### config.mk
export PLATFORM = sky130hd
export DESIGN_NAME = rsa_modular_exponentiation
export DESIGN_NICKNAME = d
export VERILOG_FILES = /design/src/rtl/rme_pkg.sv /design/src/rtl/rsa_modular_exponentiation.sv /design/src/rtl/rme_apb_regs.sv /design/src/rtl/rme_datapath.sv /design/src/rtl/rme_ctrl.sv
export VERILOG_INCLUDE_DIRS = /design/src /design/src/rtl
export SDC_FILE = /design/constraint.sdc
export NUM_CORES = 1
export LEC_CHECK = 0
export ABC_AREA = 1
export BUFFER_PORTS_ARGS = -buffer_cell sky130_fd_sc_hd__buf_2
export CAP_MARGIN = 30
export CORE_UTILIZATION = 51
export DETAILED_ROUTE_END_ITERATION = 8
export GPL_TIMING_DRIVEN = 0
export PLACE_DENSITY = 0.8
export RECOVER_POWER = 50
export SETUP_SLACK_MARGIN = 0.2
export SKIP_LAST_GASP = 1
export SYNTH_ARGS = -nofsm -noshare
export SYNTH_HDL_FRONTEND = slang
export SYNTH_SLANG_ARGS = --single-unit
export TNS_END_PERCENT = 50
### constraint.sdc
create_clock -name aclk -period 6.7 [get_ports aclk]
set_clock_uncertainty 0.1 [all_clocks]
set_input_delay 1.005 -clock aclk [delete_from_list [all_inputs] [get_ports aclk]]
set_output_delay 1.005 -clock aclk [all_outputs]
set_load 0.01 [all_outputs]
### src/rtl/assert_macros.svh
// Assertion macros used by the controller of the RSA exponentiation RTL
`ifndef ASSERT_MACROS_SVH
`define ASSERT_MACROS_SVH

// Same-cycle implication, sampled on aclk, quiet during reset
`define ASSERT_IMPLIES(label, ante, cons, msg) \
    label: assert property (@(posedge aclk) disable iff (!aresetn) (ante) |-> (cons)) \
        else $error(msg);

// Next-cycle implication, sampled on aclk, quiet during reset
`define ASSERT_NEXT(label, ante, cons, msg) \
    label: assert property (@(posedge aclk) disable iff (!aresetn) (ante) |=> (cons)) \
        else $error(msg);

`endif

### src/rtl/rme_pkg.sv
// Package: types, constants and codes of the RSA modular exponentiation block
package rme_pkg;

    localparam int MOD_WIDTH_DEF  = 32;
    localparam int DATA_WIDTH     = 32;
    localparam int EXP_WIDTH      = 32;
    localparam int EXP_CNT_W      = $clog2(EXP_WIDTH);
    localparam int APB_ADDR_WIDTH = 4;
    localparam int APB_DATA_WIDTH = 32;

    // register indexes (byte address / 4)
    localparam logic [1:0] REG_MODULUS     = 2'd0;
    localparam logic [1:0] REG_PUBLIC_EXP  = 2'd1;
    localparam logic [1:0] REG_PRIVATE_EXP = 2'd2;
    localparam logic [1:0] REG_PRIVATE_EN  = 2'd3;

    // opcodes
    localparam logic OP_ENCRYPT = 1'b0;
    localparam logic OP_DECRYPT = 1'b1;

    typedef struct packed {
        logic                  opcode;
        logic [DATA_WIDTH-1:0] data_value;
    } in_item_t;

    typedef struct packed {
        logic [DATA_WIDTH-1:0] result_value;
        logic                  denied;
    } out_item_t;

    typedef struct packed {
        logic [DATA_WIDTH-1:0] modulus;
        logic [EXP_WIDTH-1:0]  public_exponent;
        logic [EXP_WIDTH-1:0]  private_exponent;
        logic                  private_enabled;
    } cfg_t;

    typedef enum logic [1:0] {
        MUL_REDUCE,
        MUL_SQUARE,
        MUL_MULT
    } mul_sel_t;

    typedef enum logic [2:0] {
        ST_IDLE,
        ST_CHECK,
        ST_REDUCE,
        ST_SQUARE,
        ST_MULT,
        ST_FINISH
    } state_t;

    // controller to datapath
    typedef struct packed {
        logic     load;
        logic     mul_start;
        mul_sel_t mul_sel;
        logic     exp_shift;
        logic     out_load;
    } ctrl_cmd_t;

    // datapath to controller
    typedef struct packed {
        logic mul_busy;
        logic exp_msb;
        logic exp_last;
        logic special;
    } dp_status_t;

endpackage

### src/rtl/rsa_modular_exponentiation.sv
// Top level of the RSA modular exponentiation block
//
// Computes data_value^e mod n for one item at a time. Software first writes
// the modulus, the public and private exponents and the private-key enable
// over the APB port (byte addresses 0, 4, 8, 12), only while the block is idle.
// Items arrive on the s_ valid/ready channel: opcode encrypt uses the public
// exponent, decrypt the private one. Decrypt without the enable set returns
// zero with denied raised. Each item yields exactly one result on m_.
// The power is done by square-and-multiply over all 32 exponent bits with a
// bit-serial interleaved modular multiplier. Exponent zero, modulus zero and
// denied items skip the multiplier and go straight to the result register.
// One item is processed at a time. The finished result sits in an output
// register: the next item is accepted while it waits, and a stalled receiver
// only holds the block in its final step once the next result is ready.
// Reset (aresetn low, synchronous) empties the output, returns the sequencer
// to idle and restores the register defaults.
module rsa_modular_exponentiation #(
    parameter int MOD_WIDTH = rme_pkg::MOD_WIDTH_DEF
) (
    input  logic                               aclk,
    input  logic                               aresetn,
    input  logic                               psel,
    input  logic                               penable,
    input  logic                               pwrite,
    input  logic [rme_pkg::APB_ADDR_WIDTH-1:0] paddr,
    input  logic [rme_pkg::APB_DATA_WIDTH-1:0] pwdata,
    output logic [rme_pkg::APB_DATA_WIDTH-1:0] prdata,
    output logic                               pready,
    input  logic                               s_valid,
    output logic                               s_ready,
    input  rme_pkg::in_item_t                  s_data,
    output logic                               m_valid,
    input  logic                               m_ready,
    output rme_pkg::out_item_t                 m_data
);
    import rme_pkg::*;

    cfg_t       cfg;
    ctrl_cmd_t  cmd;
    dp_status_t status;

    rme_apb_regs u_regs (
        .aclk    (aclk),
        .aresetn (aresetn),
        .psel    (psel),
        .penable (penable),
        .pwrite  (pwrite),
        .paddr   (paddr),
        .pwdata  (pwdata),
        .prdata  (prdata),
        .pready  (pready),
        .cfg     (cfg)
    );

    rme_ctrl u_ctrl (
        .aclk    (aclk),
        .aresetn (aresetn),
        .s_valid (s_valid),
        .s_ready (s_ready),
        .m_valid (m_valid),
        .m_ready (m_ready),
        .status  (status),
        .cmd     (cmd)
    );

    rme_datapath #(
        .MOD_WIDTH (MOD_WIDTH)
    ) u_datapath (
        .aclk    (aclk),
        .aresetn (aresetn),
        .cfg     (cfg),
        .s_data  (s_data),
        .cmd     (cmd),
        .status  (status),
        .m_data  (m_data)
    );

endmodule

### src/rtl/rme_apb_regs.sv
// APB configuration registers of the RSA modular exponentiation block
module rme_apb_regs (
    input  logic                               aclk,
    input  logic                               aresetn,
    input  logic                               psel,
    input  logic                               penable,
    input  logic                               pwrite,
    input  logic [rme_pkg::APB_ADDR_WIDTH-1:0] paddr,
    input  logic [rme_pkg::APB_DATA_WIDTH-1:0] pwdata,
    output logic [rme_pkg::APB_DATA_WIDTH-1:0] prdata,
    output logic                               pready,
    output rme_pkg::cfg_t                      cfg
);
    import rme_pkg::*;

    cfg_t cfg_reg, cfg_next;
    logic wr_en;
    logic [1:0] reg_idx;

    assign pready  = 1'b1;
    assign wr_en   = psel & penable & pwrite;
    assign reg_idx = paddr[APB_ADDR_WIDTH-1:2];

    // write decode
    always_comb begin
        cfg_next = cfg_reg;
        if (wr_en) begin
            case (reg_idx)
                REG_MODULUS:     cfg_next.modulus          = pwdata;
                REG_PUBLIC_EXP:  cfg_next.public_exponent  = pwdata;
                REG_PRIVATE_EXP: cfg_next.private_exponent = pwdata;
                REG_PRIVATE_EN:  cfg_next.private_enabled  = pwdata[0];
                default:         cfg_next = cfg_reg;
            endcase
        end
    end

    // read mux
    always_comb begin
        case (reg_idx)
            REG_MODULUS:     prdata = cfg_reg.modulus;
            REG_PUBLIC_EXP:  prdata = cfg_reg.public_exponent;
            REG_PRIVATE_EXP: prdata = cfg_reg.private_exponent;
            REG_PRIVATE_EN:  prdata = APB_DATA_WIDTH'(cfg_reg.private_enabled);
            default:         prdata = '0;
        endcase
    end

    always_ff @(posedge aclk) begin
        if (!aresetn) begin
            cfg_reg.modulus          <= DATA_WIDTH'(2);
            cfg_reg.public_exponent  <= '0;
            cfg_reg.private_exponent <= '0;
            cfg_reg.private_enabled  <= 1'b0;
        end else begin
            cfg_reg <= cfg_next;
        end
    end

    assign cfg = cfg_reg;

endmodule

### src/rtl/rme_datapath.sv
// Datapath: exponent scanner, bit-serial modular multiplier and result register
module rme_datapath #(
    parameter int MOD_WIDTH = rme_pkg::MOD_WIDTH_DEF
) (
    input  logic                aclk,
    input  logic                aresetn,
    input  rme_pkg::cfg_t       cfg,
    input  rme_pkg::in_item_t   s_data,
    input  rme_pkg::ctrl_cmd_t  cmd,
    output rme_pkg::dp_status_t status,
    output rme_pkg::out_item_t  m_data
);
    import rme_pkg::*;

    localparam int CNT_W = (MOD_WIDTH > 1) ? $clog2(MOD_WIDTH) : 1;

    logic [MOD_WIDTH-1:0] m_val;
    logic [MOD_WIDTH-1:0] acc_reg, acc_next;
    logic [MOD_WIDTH-1:0] base_reg, base_next;
    logic [MOD_WIDTH-1:0] a_reg, a_next;
    logic [MOD_WIDTH-1:0] b_reg, b_next;
    logic [MOD_WIDTH-1:0] r_reg, r_next;
    logic [CNT_W-1:0]     cnt_reg, cnt_next;
    logic                 busy_reg, busy_next;
    logic                 dest_base_reg, dest_base_next;
    logic [EXP_WIDTH-1:0] exp_reg, exp_next;
    logic [EXP_CNT_W-1:0] exp_cnt_reg, exp_cnt_next;
    logic                 deny_reg, deny_next;
    logic                 mzero_reg, mzero_next;
    logic                 ezero_reg, ezero_next;
    out_item_t            out_reg, out_next;

    logic [MOD_WIDTH:0]   dbl, dbl_sub, sum, sum_sub;
    logic [MOD_WIDTH-1:0] dbl_red, step_r;
    logic [EXP_WIDTH-1:0] exp_sel;

    assign m_val = cfg.modulus[MOD_WIDTH-1:0];

    // one multiplier step: r = 2r mod m, then r = r + a mod m when the b bit is set
    always_comb begin
        dbl     = {r_reg, 1'b0};
        dbl_sub = dbl - {1'b0, m_val};
        dbl_red = (dbl >= {1'b0, m_val}) ? dbl_sub[MOD_WIDTH-1:0] : dbl[MOD_WIDTH-1:0];
        sum     = {1'b0, dbl_red} + {1'b0, a_reg};
        sum_sub = sum - {1'b0, m_val};
        if (!b_reg[MOD_WIDTH-1]) begin
            step_r = dbl_red;
        end else if (sum >= {1'b0, m_val}) begin
            step_r = sum_sub[MOD_WIDTH-1:0];
        end else begin
            step_r = sum[MOD_WIDTH-1:0];
        end
    end

    assign exp_sel = (s_data.opcode == OP_DECRYPT) ? cfg.private_exponent
                                                   : cfg.public_exponent;

    // next-state of all datapath registers
    always_comb begin
        acc_next       = acc_reg;
        base_next      = base_reg;
        a_next         = a_reg;
        b_next         = b_reg;
        r_next         = r_reg;
        cnt_next       = cnt_reg;
        busy_next      = busy_reg;
        dest_base_next = dest_base_reg;
        exp_next       = exp_reg;
        exp_cnt_next   = exp_cnt_reg;
        deny_next      = deny_reg;
        mzero_next     = mzero_reg;
        ezero_next     = ezero_reg;
        out_next       = out_reg;

        // capture the item and classify the special cases
        if (cmd.load) begin
            acc_next     = MOD_WIDTH'(1);
            base_next    = s_data.data_value[MOD_WIDTH-1:0];
            exp_next     = exp_sel;
            exp_cnt_next = EXP_CNT_W'(EXP_WIDTH - 1);
            deny_next    = (s_data.opcode == OP_DECRYPT) && !cfg.private_enabled;
            mzero_next   = (m_val == '0);
            ezero_next   = (exp_sel == '0);
        end

        if (cmd.exp_shift) begin
            exp_next     = {exp_reg[EXP_WIDTH-2:0], 1'b0};
            exp_cnt_next = exp_cnt_reg - EXP_CNT_W'(1);
        end

        // operand selection at multiplier start
        if (cmd.mul_start) begin
            busy_next = 1'b1;
            r_next    = '0;
            cnt_next  = CNT_W'(MOD_WIDTH - 1);
            case (cmd.mul_sel)
                MUL_REDUCE: begin
                    a_next         = MOD_WIDTH'(1);
                    b_next         = base_reg;
                    dest_base_next = 1'b1;
                end
                MUL_SQUARE: begin
                    a_next         = acc_reg;
                    b_next         = acc_reg;
                    dest_base_next = 1'b0;
                end
                MUL_MULT: begin
                    a_next         = acc_reg;
                    b_next         = base_reg;
                    dest_base_next = 1'b0;
                end
                default: begin
                    a_next         = acc_reg;
                    b_next         = acc_reg;
                    dest_base_next = 1'b0;
                end
            endcase
        end else if (busy_reg) begin
            r_next   = step_r;
            b_next   = b_reg << 1;
            cnt_next = cnt_reg - CNT_W'(1);
            if (cnt_reg == '0) begin
                busy_next = 1'b0;
                if (dest_base_reg) begin
                    base_next = step_r;
                end else begin
                    acc_next = step_r;
                end
            end
        end

        // result register
        if (cmd.out_load) begin
            out_next.denied = deny_reg;
            if (deny_reg || mzero_reg) begin
                out_next.result_value = '0;
            end else if (ezero_reg) begin
                out_next.result_value = DATA_WIDTH'(1);
            end else begin
                out_next.result_value = DATA_WIDTH'(acc_reg);
            end
        end
    end

    always_ff @(posedge aclk) begin
        if (!aresetn) begin
            busy_reg <= 1'b0;
        end else begin
            busy_reg <= busy_next;
        end
    end

    always_ff @(posedge aclk) begin
        acc_reg       <= acc_next;
        base_reg      <= base_next;
        a_reg         <= a_next;
        b_reg         <= b_next;
        r_reg         <= r_next;
        cnt_reg       <= cnt_next;
        dest_base_reg <= dest_base_next;
        exp_reg       <= exp_next;
        exp_cnt_reg   <= exp_cnt_next;
        deny_reg      <= deny_next;
        mzero_reg     <= mzero_next;
        ezero_reg     <= ezero_next;
        out_reg       <= out_next;
    end

    assign status.mul_busy = busy_reg;
    assign status.exp_msb  = exp_reg[EXP_WIDTH-1];
    assign status.exp_last = (exp_cnt_reg == '0);
    assign status.special  = deny_reg | mzero_reg | ezero_reg;
    assign m_data          = out_reg;

endmodule

### src/rtl/rme_ctrl.sv
// Controller: sequences reduction, squarings and multiplications, owns the handshakes
`include "assert_macros.svh"
module rme_ctrl (
    input  logic                aclk,
    input  logic                aresetn,
    input  logic                s_valid,
    output logic                s_ready,
    output logic                m_valid,
    input  logic                m_ready,
    input  rme_pkg::dp_status_t status,
    output rme_pkg::ctrl_cmd_t  cmd
);
    import rme_pkg::*;

    state_t state_reg, state_next;
    logic   m_valid_reg, m_valid_next;

    // next state and commands
    always_comb begin
        state_next = state_reg;
        cmd        = '0;
        s_ready    = 1'b0;
        case (state_reg)
            ST_IDLE: begin
                s_ready = 1'b1;
                if (s_valid) begin
                    cmd.load   = 1'b1;
                    state_next = ST_CHECK;
                end
            end
            ST_CHECK: begin
                if (status.special) begin
                    state_next = ST_FINISH;
                end else begin
                    cmd.mul_start = 1'b1;
                    cmd.mul_sel   = MUL_REDUCE;
                    state_next    = ST_REDUCE;
                end
            end
            ST_REDUCE: begin
                if (!status.mul_busy) begin
                    cmd.mul_start = 1'b1;
                    cmd.mul_sel   = MUL_SQUARE;
                    state_next    = ST_SQUARE;
                end
            end
            ST_SQUARE: begin
                if (!status.mul_busy) begin
                    if (status.exp_msb) begin
                        cmd.mul_start = 1'b1;
                        cmd.mul_sel   = MUL_MULT;
                        state_next    = ST_MULT;
                    end else if (status.exp_last) begin
                        state_next = ST_FINISH;
                    end else begin
                        cmd.exp_shift = 1'b1;
                        cmd.mul_start = 1'b1;
                        cmd.mul_sel   = MUL_SQUARE;
                    end
                end
            end
            ST_MULT: begin
                if (!status.mul_busy) begin
                    if (status.exp_last) begin
                        state_next = ST_FINISH;
                    end else begin
                        cmd.exp_shift = 1'b1;
                        cmd.mul_start = 1'b1;
                        cmd.mul_sel   = MUL_SQUARE;
                        state_next    = ST_SQUARE;
                    end
                end
            end
            ST_FINISH: begin
                if (!m_valid_reg || m_ready) begin
                    cmd.out_load = 1'b1;
                    state_next   = ST_IDLE;
                end
            end
            default: begin
                state_next = ST_IDLE;
            end
        endcase
    end

    // output slot: filled on load, emptied on transfer
    assign m_valid_next = cmd.out_load | (m_valid_reg & ~m_ready);

    always_ff @(posedge aclk) begin
        if (!aresetn) begin
            state_reg   <= ST_IDLE;
            m_valid_reg <= 1'b0;
        end else begin
            state_reg   <= state_next;
            m_valid_reg <= m_valid_next;
        end
    end

    assign m_valid = m_valid_reg;

    `ASSERT_IMPLIES(a_out_slot_free, cmd.out_load, !m_valid_reg || m_ready, "result overwritten")
    `ASSERT_NEXT(a_accept_closes, s_valid && s_ready, !s_ready, "second item taken while busy")
    `ASSERT_IMPLIES(a_idle_quiet, state_reg == ST_IDLE, !status.mul_busy, "multiplier busy in idle")

endmodule

# Yosys cells after proc, flatten, opt, wreduce, memory -nomap -nowiden
# Cells that the tools add are included.
word_totals:
  out_inout_bits: 68
  wordCells: 124
  input_bits: 76
  register_bits: 341
op_classes:
  add_sub_neg: 5
  order_cmp: 2
  n_bitwise: 7
  reduce_logical: 21
  n_eq_ne: 15
  muxes: 51
op_table:
  columns: ["cell", "n"]
  rows:
  - ["$mux 32", 19]
  - ["$pmux 32 s4", 1]
  - ["$ge 33x32->1", 2]
  - ["$logic_not 32->1", 2]
  - ["$sub 32x32->32", 2]
  - ["$mux 3", 12]
  - ["$add 32x32->33", 1]
  - ["$pmux 3 s6", 1]
  - ["$mux 4", 3]
  - ["$pmux 3 s4", 1]
  - ["$mux 1", 11]
  - ["$logic_not 5->1", 2]
  - ["$mux 5", 2]
  - ["$sub 5x1->5 const B", 2]
  - ["$ne 2x2->1 const B", 4]
  - ["$reduce_and 2->1", 4]
  - ["$eq 2x2->1 const B", 3]
  - ["$eq 3x2->1 const B", 2]
  - ["$eq 3x3->1 const B", 2]
  - ["$reduce_and 6->1", 1]
  - ["$logic_not 2->1", 2]
  - ["$reduce_bool 2->1", 2]
  - ["$reduce_or 2->1", 2]
  - ["$and 1x1->1", 3]
  - ["11 further kinds", 15]

# Depth between registers and ports, before layout
depth:
  word_depth: 10
  ltp_mapped: 48
  ltp_nobuf: 46

# By module
# Synthesis repeated with hierarchy kept, for this count alone.
hier_totals:
  cells_unflattened: 3697
  hier_area_um2: 23734.0
by_module_without_submodules:
  columns: ["mod", "cells_per_inst", "n_inst", "area_each_um2", "seq_area_each_um2"]
  rows:
  - ["rme_datapath", 2909, 1, 18681.7, 6175.9]
  - ["rme_apb_regs", 712, 1, 4615.7, 1941.9]
  - ["rme_ctrl", 76, 1, 436.7, 80.1]

# Worst setup path after synthesis
# OpenSTA, ideal clock, no wires.
synth_path:
  kind: "register -> register"
  startpoint: "register u_regs.cfg_reg (netlist bit u_regs.cfg[66])"
  endpoint: "register u_datapath.acc_reg[31]"
  required_time_ps: 6488
  path_buffers: 2
  period_less_slack_ps: 4850
  slack_ps: 1850
  setup_ps: 112
  path_stages_with_launch: 36
  t_arrival_ps: 4637
  path_cell_list: "dfxtp_1 inv_1 ha_1 ha_1 nand2_1 nor2_1 nand4_1 nor3_1 nor2_1 buf_2 nand3b_1 and2_1 ha_1 nand2_1 nor2_1 inv_1 nor3_1 nand2_1 nand2_1 xor2_1 inv_1 ha_1 nand2_1 nor2_2 inv_2 nor3_2 nand2_1 nand3_2 nand2_4 nand2_4 buf_6 nand2_1 nand3_1 nand2_1 nand2_1 nand2_1"
synth_via:
  elab_chain_cells: 10
  elab_cells_between_ends: 12
  cone_classes: "3 x add/sub; 2 x order compare; 7 x mux"
synth_lines:
  columns: ["item", "line", "text"]
  rows:
  - ["start: declaration", "rme_apb_regs.sv:16", "cfg_t cfg_reg, cfg_next;"]
  - ["start signal: assignment", "rme_apb_regs.sv:56", "cfg_reg <= cfg_next;"]
  - ["$sub 32x32->32 or $ge 33x32->1 (tied branches)", "rme_datapath.sv:42, rme_datapath.sv:43", null]
  - ["$mux 32", "rme_datapath.sv:43", "dbl_red = (dbl >= {1'b0, m_val}) ? dbl_sub[MOD_WIDTH-1:0] : dbl[MOD_WIDTH-1:0];"]
  - ["$add 32x32->33", "rme_datapath.sv:44", "sum = {1'b0, dbl_red} + {1'b0, a_reg};"]
  - ["$sub 32x32->32 or $ge 33x32->1 (tied branches)", "rme_datapath.sv:45, rme_datapath.sv:48", null]
  - ["$mux 32", "rme_datapath.sv:48", "end else if (sum >= {1'b0, m_val}) begin"]
  - ["$mux 32 (*)", "rme_datapath.sv:46", "if (!b_reg[MOD_WIDTH-1]) begin"]
  - ["$mux 32 (*)", "rme_datapath.sv:124", "if (dest_base_reg) begin"]
  - ["$mux 32 (*)", "rme_datapath.sv:122", "if (cnt_reg == '0) begin"]
  - ["$mux 32 (*)", "rme_datapath.sv:118", "end else if (busy_reg) begin"]
  - ["$mux 32 (*)", "rme_datapath.sv:92", "if (cmd.mul_start) begin"]
  - ["named net u_datapath.acc_next[31]", "rme_datapath.sv:18", "logic [MOD_WIDTH-1:0] acc_reg, acc_next;"]
  - ["end signal: assignment", "rme_datapath.sv:154", "acc_reg <= acc_next;"]
  - ["end: declaration", "rme_datapath.sv:18", null]
# Mark *: on every way through the listed nets, which the timed path passes. The rest lies on a longest branch.
# A chain may end at the register's enable or synchronous reset.

# Worst setup path after layout
layout_path:
  startpoint: "register u_regs.cfg_reg (netlist bit u_regs.cfg[96])"
  endpoint: "register u_datapath.r_reg[26]"
layout_via:
  elab_chain_cells: 6
  elab_cells_between_ends: 8
  cone_classes: "3 x add/sub; 2 x order compare; 3 x mux"
layout_lines:
  columns: ["item", "line", "text"]
  rows:
  - ["$ge 33x32->1 or $sub 32x32->32 (tied branches)", "rme_datapath.sv:43, rme_datapath.sv:42", null]
  - ["$mux 32", "rme_datapath.sv:43", null]
  - ["$add 32x32->33", "rme_datapath.sv:44", null]
  - ["$sub 32x32->32 or $ge 33x32->1 (tied branches)", "rme_datapath.sv:45, rme_datapath.sv:48", null]
  - ["$mux 32", "rme_datapath.sv:48", null]
  - ["$mux 32 (*)", "rme_datapath.sv:46", null]
  - ["end signal: assignment", "rme_datapath.sv:158", "r_reg <= r_next;"]
  - ["end: declaration", "rme_datapath.sv:22", "logic [MOD_WIDTH-1:0] r_reg, r_next;"]
# Mark *: on every way between the ends. The rest lies on a longest branch, timed or not.

==> key figures <==
Outcome
  – Status: finished with violations
  – Failing checks: max-capacitance violations, max-slew violations

Setup path
  – Critical path type: reg2reg
  – Reg2Reg Setup Slack: 500 ps
  – Arr. time, crit path: 6550 ps
  – Critical Path Start Type: register
  – CP Max Fanout: 10
  – Max incr delay on CP: 410 ps
  – Worst EP required: 7050 ps
  – Worst setup EP type: register
  – Critical-path top delay cell: fa_1
  – Most common cell on crit path: nand2_1

Finish
  – Max reg flops: 97
  – Final core utilization: 0.600
  – Fin nets: 3,824
  – Non-Filler Instances: 4,262
  – Fill count: 4,257
  – N_diodes: 0
  – Share of layout cells above drive strength 1: 0.113
  – Layout area overhead: 15.0%

Synth
  – Yosys reg bits: 341
  – Synth Net Count: 3,626
  – Unique masters post-synth: 46
  – Post-synth EDFFs: 137
  – Share of the synthesized area in the top cell type: 0.206
  – Ys Warns: 0
  – Synthesized area: 0.0227 mm^2
  – Mapped Cells: 3,449
  – Avg Cell Area, Syn: 6.59 um^2
  – Ys flop type: dfxtp_1
  – Post-synth top area cell: nand2_1
  – Synth top area cells: nand2_1 (21%), edfxtp_1 (18%), dfxtp_1 (18%)
  – Sequential share of the synthesized area: 0.361
  – Post-synth ARST share: 0

Routing
  – Residual DRC: 0
  – Antenna Nets Post-Route: 0
  – Drt total wl: 81,600 um
  – Iteration count of the initial detailed-routing pass: 8
  – Initial drt markers: 2,607
  – DR WL/cell: 19.1 um
  – DR vias/cell: 5.54
  – DR vias: 23,600

STA
  – Setup-failing EPs final: 0
  – Minimum clock period: 6200 ps
  – Setup TNS: 0 ps
  – Worst slew margin: -0.410
  – Fmax: 161 MHz
  – Slew @ Worst Pin: 2110 ps
  – Fin crit share: 0.926
  – RSZ-0062 raised after global routing: false
  – Final hold violations: 0
  – Max-slew violation count: 70

Die
  – Die Ht: 213 um
  – Starting Density: 0.522
  – Full die area: 0.0454 mm^2
  – Die width: 213 um
  – # rows: 76
  – # IOs: 144
  – Core Box Area: 0.0436 mm^2

CTS
  – Total CTS buffers: 38
  – Clk sinks: 341
  – Clock root buffer: clkbuf_16
  – CTS HTree Levels: 2
  – Worst-Skew Late Latency: 580 ps
  – Clk slew on worst S/H paths: 60 ps
  – TritonCTS clock tree: built
  – Clock Path Buffers: 3

Placement
  – Final HPWL DP: 65,700 um
  – Placed cells: 4,175
  – Buffers on Ports: 138
  – GP Congestion: 1.05

Global route
  – Number of global-route vias before repair: 21,200
  – Initial antenna violation count: 2
  – GRT Residual Overflow: 0
  – First-pass GRT wire length: 122,000 um
  – Gr usage total: 0.359
  – Largest net degree at the start of global routing: 40

Min path
  – Hold Crit Class: reg2reg

Job
  – Max-Cap Viols: 2
[cell families after synthesis]
family                     share of synthesized area
adders and majority gates                     0.0566
and+or+nand+nor                                0.359
buffers and inverters                          0.104
DFF                                            0.361
xor gates and xnor gates                      0.0204
other                                       0.000165
AOI/OAI and AO/OA                             0.0991
[metal layers]
metal  global-route usage  wire, um
met3               0.0566      7560
met1                0.480     33400
met2                0.571     36500
met5                    0        22
met4                0.160      4100
[placed cells by master, fill, tap and decap left out, drive strengths merged, types with 17 or more instances in the layout]
| cell | count |
|---|---|
| xor2 | 29 |
| nand3 | 252 |
| o21ai | 215 |
| clkbuf | 179 |
| nor3 | 29 |
| nand3b | 28 |
| dfxtp | 204 |
| nor4 | 19 |
| nand4 | 17 |
| edfxtp | 137 |
| a21oi | 144 |
| ha | 98 |
| nand2 | 1284 |
| nor2 | 284 |
| o221ai | 31 |
| buf | 161 |
| and2 | 19 |
| xnor2 | 24 |
| inv | 467 |
[through the flow]
step / cell area (um^2) / setup slack, ps / hold WS, ps
2_1_floorplan: 22700 / 1850 / 318
3_3_place_gp: 24200 / 117 / 337
3_5_place_dp: 24200 / 161 / 345
4_1_cts: 25600 / 207 / 364
5_1_grt: 26100 / 175 / 376
6_report: 26100 / 495 / 374
[cell type report]
cell class / instances / area, um^2 / share of cell area
multi-input combinational: 2505 / 12700 / 0.485
sequential: 341 / 8200 / 0.314
inverter: 482 / 1850 / 0.0706
clock buffer: 61 / 1180 / 0.0452
timing repair buffer: 158 / 808 / 0.0309
tap: 585 / 732 / 0.0280
buffer: 121 / 561 / 0.0214
clock inverter: 9 / 124 / 0.00474
[cell usage after synthesis, drive strengths merged (29+ instances only)]
master  count
a21oi     144
buf        44
clkbuf     77
dfxtp     204
edfxtp    137
ha         98
inv       477
nand2    1284
nand3     252
nor2      284
nor3       29
o21ai     215
o221ai     31
xor2       29
[repair_timing]
item | in CTS | in global routing
resized for setup | 8 | 102
hold buffers | 0 | 0
endpoints found under the setup margin | 4 | 96
hold endpoints to repair | 0 | 0
pin swaps | 0 | 5
setup buffers | 2 | 15
[worst paths after layout]
kind | startpoint | end | cells after the start
setup / recovery | u_regs.cfg[96] | u_datapath.r_reg[26] | 40
hold / removal | u_datapath.deny_reg | u_datapath.m_data[0] | 0
setup reg to reg | u_regs.cfg[96] | u_datapath.r_reg[26] | 40
hold reg to reg | u_datapath.deny_reg | u_datapath.m_data[0] | 0
[critical path, delay by kind of cell (launching register included)]
family	cells	cell delay, ps
fa+ha+maj	4	1310
buf+inv	10	1090
simple gates	25	2860
flops	1	320
xor+xnor	1	390
Power is not shown: default switching activity piles up to over one toggle a cycle in this logic, so the estimate is an artifact.
